<file path="src/hdl/uer_pkg.sv">
// Shared types and constants for the ultrasonic echo ranging block.
package uer_pkg;

    localparam int TRIG_W    = 10;
    localparam int TIMEOUT_W = 20;
    localparam int SCALE_W   = 16;
    localparam int DIST_W    = 16;
    localparam int CFG_IDX_W = 2;
    localparam int CFG_DAT_W = 20;
    localparam int QDEPTH    = 4;

    localparam logic [CFG_IDX_W-1:0] REG_TRIG_TICKS    = 2'd0;
    localparam logic [CFG_IDX_W-1:0] REG_TIMEOUT_TICKS = 2'd1;
    localparam logic [CFG_IDX_W-1:0] REG_SCALE_COEFF   = 2'd2;

    localparam logic [TRIG_W-1:0]    TRIG_RESET    = 10'd10;
    localparam logic [TIMEOUT_W-1:0] TIMEOUT_RESET = 20'd10000;
    localparam logic [SCALE_W-1:0]   SCALE_RESET   = 16'd11151;

    localparam logic [DIST_W-1:0]    DIST_MAX      = 16'hFFFF;

    // Per-tick status that travels from the sequencer to the scaling pipeline.
    typedef struct packed {
        logic trig;
        logic busy;
        logic done;
        logic no_response;
        logic first;
    } uer_flags_t;

    localparam int FLAGS_W = $bits(uer_flags_t);

endpackage

</file>
<file path="src/hdl/ultrasonic_echo_ranging.sv">
// Top level of the ultrasonic echo ranging controller.
//
//  port group  | dir | handshake          | content
//  s_*         | in  | s_valid / s_ready  | one microsecond tick: start_req, first_time, echo
//  m_*         | out | m_valid / m_ready  | one status item per tick, distances in mm
//  cfg_*       | in  | cfg_wr_en          | trig_ticks, timeout_ticks, scale_coeff by index
//
// One item per cycle sustained while m_ready is held high; each accepted item passes through
// the queue register, the product register and the output register.
// The tick sequencer updates its state only on an accepted item; the scaling side
// drains the queue on its own, so a stalled output fills the four-entry queue
// before s_ready drops. Reset is synchronous and clears all control state.
module ultrasonic_echo_ranging #(
    parameter int TIMER_BITS   = 20,
    parameter int SMOOTH_SHIFT = 6
) (
    input  logic                            aclk,
    input  logic                            aresetn,
    input  logic                            s_valid,
    output logic                            s_ready,
    input  logic                            s_start_req,
    input  logic                            s_first_time,
    input  logic                            s_echo,
    output logic                            m_valid,
    input  logic                            m_ready,
    output logic                            m_trig,
    output logic                            m_busy_res,
    output logic                            m_done_res,
    output logic                            m_no_response,
    output logic [uer_pkg::DIST_W-1:0]      m_raw_distance_mm,
    output logic [uer_pkg::DIST_W-1:0]      m_avg_distance_mm,
    input  logic                            cfg_wr_en,
    input  logic [uer_pkg::CFG_IDX_W-1:0]   cfg_index,
    input  logic [uer_pkg::CFG_DAT_W-1:0]   cfg_wdata
);
    import uer_pkg::*;

    localparam int EW = FLAGS_W + TIMER_BITS;

    logic [TRIG_W-1:0]    trig_ticks_reg;
    logic [TIMEOUT_W-1:0] timeout_ticks_reg;
    logic [SCALE_W-1:0]   scale_coeff_reg;

    logic                  in_fire;
    uer_flags_t            f_flags, q_flags;
    logic [TIMER_BITS-1:0] f_width, q_width;
    logic [EW-1:0]         q_rd_data;
    logic                  q_valid, q_pop;

    assign in_fire = s_valid && s_ready;

    always_ff @(posedge aclk) begin
        if (!aresetn) begin
            trig_ticks_reg    <= TRIG_RESET;
            timeout_ticks_reg <= TIMEOUT_RESET;
            scale_coeff_reg   <= SCALE_RESET;
        end else if (cfg_wr_en) begin
            case (cfg_index)
                REG_TRIG_TICKS:    trig_ticks_reg    <= cfg_wdata[TRIG_W-1:0];
                REG_TIMEOUT_TICKS: timeout_ticks_reg <= cfg_wdata[TIMEOUT_W-1:0];
                REG_SCALE_COEFF:   scale_coeff_reg   <= cfg_wdata[SCALE_W-1:0];
                default: begin
                end
            endcase
        end
    end

    uer_front #(
        .TIMER_BITS (TIMER_BITS)
    ) u_front (
        .aclk          (aclk),
        .aresetn       (aresetn),
        .in_fire       (in_fire),
        .s_start_req   (s_start_req),
        .s_first_time  (s_first_time),
        .s_echo        (s_echo),
        .trig_ticks    (trig_ticks_reg),
        .timeout_ticks (timeout_ticks_reg),
        .flags         (f_flags),
        .meas_width    (f_width)
    );

    uer_queue #(
        .WIDTH (EW),
        .DEPTH (QDEPTH)
    ) u_queue (
        .aclk      (aclk),
        .aresetn   (aresetn),
        .push      (in_fire),
        .wr_data   ({f_flags, f_width}),
        .in_ready  (s_ready),
        .pop       (q_pop),
        .out_valid (q_valid),
        .rd_data   (q_rd_data)
    );

    assign q_flags = q_rd_data[EW-1:TIMER_BITS];
    assign q_width = q_rd_data[TIMER_BITS-1:0];

    uer_back #(
        .TIMER_BITS   (TIMER_BITS),
        .SMOOTH_SHIFT (SMOOTH_SHIFT)
    ) u_back (
        .aclk              (aclk),
        .aresetn           (aresetn),
        .q_valid           (q_valid),
        .q_flags           (q_flags),
        .q_width           (q_width),
        .q_pop             (q_pop),
        .scale_coeff       (scale_coeff_reg),
        .m_valid           (m_valid),
        .m_ready           (m_ready),
        .m_trig            (m_trig),
        .m_busy_res        (m_busy_res),
        .m_done_res        (m_done_res),
        .m_no_response     (m_no_response),
        .m_raw_distance_mm (m_raw_distance_mm),
        .m_avg_distance_mm (m_avg_distance_mm)
    );

endmodule

</file>
<file path="src/hdl/uer_front.sv">
// Tick sequencer: trigger pulse, timeout window and echo edge timing.
module uer_front #(
    parameter int TIMER_BITS = 20
) (
    input  logic                        aclk,
    input  logic                        aresetn,
    input  logic                        in_fire,
    input  logic                        s_start_req,
    input  logic                        s_first_time,
    input  logic                        s_echo,
    input  logic [uer_pkg::TRIG_W-1:0]    trig_ticks,
    input  logic [uer_pkg::TIMEOUT_W-1:0] timeout_ticks,
    output uer_pkg::uer_flags_t         flags,
    output logic [TIMER_BITS-1:0]       meas_width
);
    import uer_pkg::*;

    typedef enum logic [2:0] {
        PH_IDLE = 3'b001,
        PH_TRIG = 3'b010,
        PH_WAIT = 3'b100
    } phase_t;

    localparam logic [TIMER_BITS-1:0] TMAX = {TIMER_BITS{1'b1}};

    phase_t                phase_reg, phase_next;
    logic [TIMER_BITS-1:0] timer_reg, timer_next;
    logic [TIMER_BITS-1:0] width_reg, width_next;
    logic                  rise_reg, rise_next;
    logic                  first_reg, first_next;
    logic                  echo_prev_reg;

    logic [TRIG_W-1:0]    tt;
    logic [TIMEOUT_W-1:0] to;
    logic                 edge_rise, edge_fall;

    assign tt        = (trig_ticks == '0) ? TRIG_W'(1) : trig_ticks;
    assign to        = (timeout_ticks == '0) ? TIMEOUT_W'(1) : timeout_ticks;
    assign edge_rise = s_echo & ~echo_prev_reg;
    assign edge_fall = ~s_echo & echo_prev_reg;

    always_comb begin
        phase_next = phase_reg;
        timer_next = timer_reg;
        width_next = width_reg;
        rise_next  = rise_reg;
        first_next = first_reg;
        flags      = '0;
        meas_width = width_reg;

        case (phase_reg)
            PH_TRIG, PH_WAIT: begin
            end
            default: begin
                phase_next = PH_IDLE;
                if (s_start_req) begin
                    phase_next = PH_TRIG;
                    timer_next = '0;
                    width_next = '0;
                    rise_next  = 1'b0;
                    first_next = s_first_time;
                end
            end
        endcase

        case (phase_next)
            PH_TRIG: begin
                flags.busy = 1'b1;
                flags.trig = 1'b1;
                if (timer_next != TMAX) timer_next = timer_next + 1'b1;
                if ((32'(timer_next) >= 32'(tt)) || (timer_next == TMAX)) begin
                    phase_next = PH_WAIT;
                    timer_next = '0;
                end
            end
            PH_WAIT: begin
                flags.busy = 1'b1;
                if (timer_next != TMAX) timer_next = timer_next + 1'b1;
                if (rise_reg && (width_next != TMAX)) width_next = width_next + 1'b1;
                if (edge_rise) begin
                    rise_next  = 1'b1;
                    width_next = '0;
                end else if (edge_fall && rise_reg) begin
                    flags.done = 1'b1;
                    meas_width = width_next;
                    phase_next = PH_IDLE;
                end
                // a falling edge on the timeout tick still counts as a measurement
                if (!flags.done &&
                    ((32'(timer_next) >= 32'(to)) || (timer_next == TMAX))) begin
                    flags.done        = 1'b1;
                    flags.no_response = 1'b1;
                    phase_next        = PH_IDLE;
                end
                if (flags.done) begin
                    rise_next  = 1'b0;
                    timer_next = '0;
                end
            end
            default: begin
            end
        endcase

        flags.first = first_next;
    end

    always_ff @(posedge aclk) begin
        if (!aresetn) begin
            phase_reg     <= PH_IDLE;
            timer_reg     <= '0;
            width_reg     <= '0;
            rise_reg      <= 1'b0;
            first_reg     <= 1'b0;
            echo_prev_reg <= 1'b0;
        end else if (in_fire) begin
            phase_reg     <= phase_next;
            timer_reg     <= timer_next;
            width_reg     <= width_next;
            rise_reg      <= rise_next;
            first_reg     <= first_next;
            echo_prev_reg <= s_echo;
        end
    end

endmodule

</file>
<file path="src/hdl/uer_queue.sv">
// Short FIFO between the tick sequencer and the scaling pipeline.
module uer_queue #(
    parameter int WIDTH = 8,
    parameter int DEPTH = 4
) (
    input  logic             aclk,
    input  logic             aresetn,
    input  logic             push,
    input  logic [WIDTH-1:0] wr_data,
    output logic             in_ready,
    input  logic             pop,
    output logic             out_valid,
    output logic [WIDTH-1:0] rd_data
);
    localparam int AW = $clog2(DEPTH);
    localparam int CW = $clog2(DEPTH + 1);
    localparam logic [AW-1:0] LAST  = AW'(DEPTH - 1);
    localparam logic [CW-1:0] FULLC = CW'(DEPTH);

    logic [WIDTH-1:0] mem_reg [DEPTH];
    logic [AW-1:0]    wr_ptr_reg, rd_ptr_reg;
    logic [CW-1:0]    count_reg, count_next;

    assign in_ready  = (count_reg != FULLC);
    assign out_valid = (count_reg != '0);
    assign rd_data   = mem_reg[rd_ptr_reg];

    always_comb begin
        count_next = count_reg;
        case ({push, pop})
            2'b10:   count_next = count_reg + 1'b1;
            2'b01:   count_next = count_reg - 1'b1;
            default: count_next = count_reg;
        endcase
    end

    always_ff @(posedge aclk) begin
        if (push) mem_reg[wr_ptr_reg] <= wr_data;
    end

    always_ff @(posedge aclk) begin
        if (!aresetn) begin
            wr_ptr_reg <= '0;
            rd_ptr_reg <= '0;
            count_reg  <= '0;
        end else begin
            if (push) wr_ptr_reg <= (wr_ptr_reg == LAST) ? '0 : wr_ptr_reg + 1'b1;
            if (pop)  rd_ptr_reg <= (rd_ptr_reg == LAST) ? '0 : rd_ptr_reg + 1'b1;
            count_reg <= count_next;
        end
    end

    a_count_bound: assert property (@(posedge aclk) disable iff (!aresetn)
        count_reg <= FULLC)
        else $error("queue count above depth");

    a_no_pop_empty: assert property (@(posedge aclk) disable iff (!aresetn)
        pop |-> out_valid)
        else $error("pop from empty queue");

    a_no_push_full: assert property (@(posedge aclk) disable iff (!aresetn)
        push |-> in_ready)
        else $error("push into full queue");

    a_count_track: assert property (@(posedge aclk) disable iff (!aresetn)
        (push && !pop) |=> (count_reg == $past(count_reg) + 1'b1))
        else $error("queue count lost a push");

endmodule

</file>
<file path="src/hdl/uer_back.sv">
// Scaling pipeline: width to millimetres, saturation and running average.
module uer_back #(
    parameter int TIMER_BITS   = 20,
    parameter int SMOOTH_SHIFT = 6
) (
    input  logic                         aclk,
    input  logic                         aresetn,
    input  logic                         q_valid,
    input  uer_pkg::uer_flags_t          q_flags,
    input  logic [TIMER_BITS-1:0]        q_width,
    output logic                         q_pop,
    input  logic [uer_pkg::SCALE_W-1:0]  scale_coeff,
    output logic                         m_valid,
    input  logic                         m_ready,
    output logic                         m_trig,
    output logic                         m_busy_res,
    output logic                         m_done_res,
    output logic                         m_no_response,
    output logic [uer_pkg::DIST_W-1:0]   m_raw_distance_mm,
    output logic [uer_pkg::DIST_W-1:0]   m_avg_distance_mm
);
    import uer_pkg::*;

    localparam int PW = TIMER_BITS + SCALE_W;
    localparam int SW = DIST_W + SMOOTH_SHIFT + 1;

    logic             s1_valid_reg;
    uer_flags_t       s1_flags_reg;
    logic [PW-1:0]    s1_prod_reg;
    logic             s2_load;
    logic             success;
    logic [31:0]      scaled;
    logic [DIST_W-1:0] raw;
    logic [SW-1:0]    acc;
    logic [DIST_W-1:0] avg_next;
    logic [DIST_W-1:0] smooth_reg;
    logic             m_valid_reg;

    assign s2_load = s1_valid_reg && (!m_valid_reg || m_ready);
    assign q_pop   = q_valid && (!s1_valid_reg || s2_load);
    assign m_valid = m_valid_reg;

    // stage 1: register the product
    always_ff @(posedge aclk) begin
        if (!aresetn) begin
            s1_valid_reg <= 1'b0;
        end else if (q_pop) begin
            s1_valid_reg <= 1'b1;
        end else if (s2_load) begin
            s1_valid_reg <= 1'b0;
        end
    end

    always_ff @(posedge aclk) begin
        if (q_pop) begin
            s1_flags_reg <= q_flags;
            s1_prod_reg  <= PW'(q_width) * PW'(scale_coeff);
        end
    end

    // stage 2: saturate, then load or blend the average
    assign success = s1_flags_reg.done && !s1_flags_reg.no_response;
    assign scaled  = 32'(s1_prod_reg >> SCALE_W);
    assign raw     = (scaled > 32'(DIST_MAX)) ? DIST_MAX : scaled[DIST_W-1:0];
    assign acc     = (SW'(smooth_reg) << SMOOTH_SHIFT) - SW'(smooth_reg) + SW'(raw);

    always_comb begin
        avg_next = smooth_reg;
        if (success) begin
            avg_next = s1_flags_reg.first ? raw : DIST_W'(acc >> SMOOTH_SHIFT);
        end
    end

    always_ff @(posedge aclk) begin
        if (!aresetn) begin
            m_valid_reg <= 1'b0;
            smooth_reg  <= '0;
        end else begin
            if (s2_load) begin
                m_valid_reg <= 1'b1;
                smooth_reg  <= avg_next;
            end else if (m_ready) begin
                m_valid_reg <= 1'b0;
            end
        end
    end

    always_ff @(posedge aclk) begin
        if (s2_load) begin
            m_trig            <= s1_flags_reg.trig;
            m_busy_res        <= s1_flags_reg.busy;
            m_done_res        <= s1_flags_reg.done;
            m_no_response     <= s1_flags_reg.no_response;
            m_raw_distance_mm <= success ? raw : '0;
            m_avg_distance_mm <= avg_next;
        end
    end

    a_avg_matches: assert property (@(posedge aclk) disable iff (!aresetn)
        m_valid |-> (m_avg_distance_mm == smooth_reg))
        else $error("output average differs from running average");

    a_raw_zero: assert property (@(posedge aclk) disable iff (!aresetn)
        (m_valid && !(m_done_res && !m_no_response)) |-> (m_raw_distance_mm == '0))
        else $error("raw distance without a measurement");

    a_nores_done: assert property (@(posedge aclk) disable iff (!aresetn)
        (m_valid && m_no_response) |-> (m_done_res && m_busy_res))
        else $error("no_response without done");

    a_avg_hold: assert property (@(posedge aclk) disable iff (!aresetn)
        !s2_load |=> $stable(smooth_reg))
        else $error("average moved without an item");

endmodule

</file>
<file path="config.mk">
export PLATFORM = sky130hd
export DESIGN_NAME = ultrasonic_echo_ranging
export DESIGN_NICKNAME = d
export VERILOG_FILES = /design/src/hdl/uer_pkg.sv /design/src/hdl/ultrasonic_echo_ranging.sv /design/src/hdl/uer_front.sv /design/src/hdl/uer_queue.sv /design/src/hdl/uer_back.sv
export SDC_FILE = /design/constraint.sdc
export NUM_CORES = 1
export LEC_CHECK = 0
export BUFFER_PORTS_ARGS = -buffer_cell sky130_fd_sc_hd__buf_2
export CAP_MARGIN = 15
export CORE_AREA = 4 4 233 280
export CTS_CLUSTER_SIZE = 24
export DETAILED_ROUTE_END_ITERATION = 8
export DIE_AREA = 0 0 237 284
export PLACE_DENSITY = 0.64
export SYNTH_ARGS = -nofsm -noshare
export SYNTH_HDL_FRONTEND = slang
export SYNTH_SLANG_ARGS = --single-unit
</file>
<file path="constraint.sdc">
create_clock -name aclk -period 6.8 [get_ports aclk]
set_input_delay 1.36 -clock aclk [delete_from_list [all_inputs] [get_ports aclk]]
set_output_delay 1.36 -clock aclk [all_outputs]
set_load 0.005 [all_outputs]
</file>
==> impl_metrics.ini <==
[die]
row_count = 100
pin_count = 68
initial_core_util_pct = 37.8
die_area_um2 = 67300
core_um2 = 62200
fp.dieW_um = 237
fp.dieH_um = 284

[worst_setup_path]
crit_buf_inv = 4
start_kind = register
critPathCaptureType = register
critPathMaxFanout = 7
crit_required_ps = 7100
cpLargestDelayFamily = adder cells
reg2reg_depth = 22
cpPeakStageDelay_ps = 640
worst_path_most_repeated_cell = fa_1
cp.depth = 22
crit_type = reg2reg
arrival_ps = 7060
crit_chain = buf_12 > mux4_2 > buf_12 > and2_1 > fa_1 > fa_1 > fa_1 > fa_1 > fa_1 > inv_1 > fa_1 > inv_1 > ha_4 > and4_4 > a221oi_4 > nand2_2 > o221ai_4 > o21ai_4 > a211oi_2 > o21bai_2 > a21oi_2 > xnor2_1
crit_slowest_cell = mux4_2

[finish]
design_area_um2 = 26700
fin_nets = 2971
synthToLayoutAreaGrowth_pct = 13.7
drive_above_1_share_pct = 14.0
n_antenna_cell = 0
largest_register_ffs = 100

[grt]
grt_usage_pct = 17.3
antenna_found_initial = 0
grt_util_met2_pct = 30.8
grtUsageMet1_pct = 22.5
use_met3_pct = 1.80
overflow = 0
grt_start_max_net_pins = 53
busiest_layer = met2
grt_pass1_vias = 17995
grt_pass1_wl_um = 95800

[route]
vias = 17376
vias_per_cell = 5.18
ant_nets = 0
wire_per_inst_um = 17.7
firstDrtPassIters = 6
drt_iter0_drc = 945
drc_errors = 0
routed_wl_um = 59200

[synth]
synth_enable_flop_cells = 161
syn_nets = 2872
syn_area_um2 = 23500
ys_ff_latch = 280
yosysWarnings = 0
ys_async_sr_fraction_pct = 0
synth_cells = 2415
synth_top_flop_cell = edfxtp_1
syn_area_per_cell_um2 = 9.74
synth-seq-area-share_pct = 30.7
ys_types = 74

[clock_network]
cts_sinks = 280
clk_pin_slew_ps = 70
cts_tree = yes
cts_hold_buf = 0
htreeDepth = 1
numCtsBuffers = 28
cts_root_buf = clkbuf_16
clockBufferDepth = 3
insertion_delay_ps = 560

[sta]
min_period_ps = 6760
period_share_pct = 99.4
setup_violations = 0
slew_headroom_pct = 25.0
hold_viol_final = 0
worst_pin_slew_ps = 1120
skew_ps = 16.2
slew_viol_final = 0
clock.fmax_ghz = 0.148
rsz0062_at_grt = true

[min_path]
hold_path_depth = 2
holdCritPathClass = reg2reg

[run_status]
run_status = complete, no violations

[flow_run]
max_cap_viol_count = 0

[placed_design]
placement.cell_area_um2 = 25200
port_buffers = 67
globalplace.congestion = 0.886
dp_hpwl_um = 45500
[synth_stat cells (6+ instances only)]
cell type | instances | area share (%)
a211oi_1 | 10 | 0.32
a21boi_0 | 6 | 0.19
a21o_1 | 18 | 0.57
a21oi_1 | 111 | 2.4
a22o_1 | 16 | 0.60
a31oi_1 | 9 | 0.24
and2_1 | 171 | 4.5
and3_1 | 17 | 0.45
and4_1 | 7 | 0.26
buf_2 | 6 | 0.13
clkbuf_1 | 106 | 1.7
dfxtp_1 | 119 | 10
edfxtp_1 | 161 | 21
fa_1 | 260 | 22
ha_1 | 167 | 8.9
inv_1 | 348 | 5.6
mux2_2 | 6 | 0.29
mux2i_1 | 14 | 0.60
mux4_2 | 24 | 2.3
nand2_1 | 341 | 5.4
nand2b_1 | 21 | 0.56
nand3_1 | 42 | 0.89
nand4_1 | 24 | 0.64
nor2_1 | 111 | 1.8
nor2b_1 | 15 | 0.40
nor3_1 | 32 | 0.68
nor4_1 | 11 | 0.29
o211ai_1 | 14 | 0.45
o21a_1 | 7 | 0.22
o21ai_0 | 78 | 1.7
o31ai_1 | 8 | 0.26
or3_1 | 8 | 0.21
xnor2_1 | 35 | 1.3
xor2_1 | 24 | 0.89
[metal layers]
layer	share of wire, %	wire, um	up-vias
li1	-	-	8105
met1	42	24900	8662
met2	51	30200	511
met3	4.7	2790	98
met4	2.2	1300	0
met5	0	0	-
[metrics by stage]
stage                     hold WS, ps  setup TNS (ps)  util (%)  std cells  setup WS, ps
after floorplan                   400               0         -       2415          45.2
after global placement            449            -460      40.5       3277          -180
after detailed placement          453           -1090      40.5       3277          -327
after CTS                         462               0      42.3       3338          16.6
after global routing              502            -322      43.0       3352         -94.7
final                             461               0      43.0       3352          42.6
[timing repair]
action | in CTS | in global routing
endpoints found under the hold margin | 0 | 0
gates resized for setup | 26 | 71
buffers inserted | 9 | 14
cloned | 1 | 0
endpoints found under the setup margin | 7 | 12
pin swaps | 17 | 37
[worst register-to-register path, stage by stage (launching register included)]
cell      delay, ps
dfxtp_4         380
buf_12          130
mux4_2          640
buf_12          190
and2_1          160
fa_1            530
fa_1            440
fa_1            570
fa_1            460
fa_1            530
inv_1            50
fa_1            470
inv_1            60
ha_4            210
and4_4          210
a221oi_4        310
nand2_2         110
o221ai_4        240
o21ai_4         150
a211oi_2        260
o21bai_2        120
a21oi_2         190
xnor2_1          90
[logic make-up (layout without fill, tap and decap cells)]
group	Yosys count	count (layout)	share of synthesized area (%)
AOI/OAI and AO/OA	313	313	8.33
xor gates and xnor gates	59	59	2.20
adders and majority gates	427	427	31.0
buffers and inverters	470	590	7.63
DFF	280	280	30.7
muxes	44	45	3.18
and+or+nand+nor	822	822	17.0
[layout by cell type (no fill, tap or decap), drive strengths merged, types with 4 or more instances in the layout]
| cell type | n |
|---|---|
| inv | 350 |
| nand2 | 341 |
| fa | 260 |
| buf | 188 |
| and2 | 171 |
| ha | 167 |
| edfxtp | 161 |
| dfxtp | 119 |
| nor2 | 111 |
| a21oi | 111 |
| o21ai | 80 |
| nand3 | 42 |
| clkbuf | 39 |
| xnor2 | 35 |
| nor3 | 33 |
| mux4 | 25 |
| nand4 | 25 |
| xor2 | 24 |
| nand2b | 21 |
| a21o | 18 |
| and3 | 17 |
| a22o | 16 |
| nor2b | 15 |
| o211ai | 14 |
| mux2i | 14 |
| nor4 | 12 |
| a211oi | 10 |
| a31oi | 9 |
| or3 | 8 |
| o31ai | 8 |
| and4 | 8 |
| clkinv | 8 |
| o21a | 7 |
| mux2 | 6 |
| a21boi | 6 |
| o311a | 4 |
| o21bai | 4 |
| or2 | 4 |
[path summary, 6_finish.rpt]
check	from	endpoint	slack, ps
worst max register to register	register	u_back.s1_prod_reg[29]	40
worst min register to register	timeout_ticks_reg[0]	timeout_ticks_reg[0]	460
worst max-delay path	register	u_back.s1_prod_reg[29]	40
worst min-delay path	timeout_ticks_reg[0]	timeout_ticks_reg[0]	460
[cell type report]
cell class | instances | area [um^2]
Tap cell | 816 | 1020
Clock buffer | 39 | 762
Sequential cell | 280 | 7220
Multi-Input combinational cell | 1666 | 14900
Fill cell | 5887 | 35400
Inverter | 350 | 1310
Timing Repair Buffer | 188 | 1350
Clock inverter | 13 | 141
Power is not shown: default switching activity piles up to over one toggle a cycle in this logic, so the estimate is an artifact.
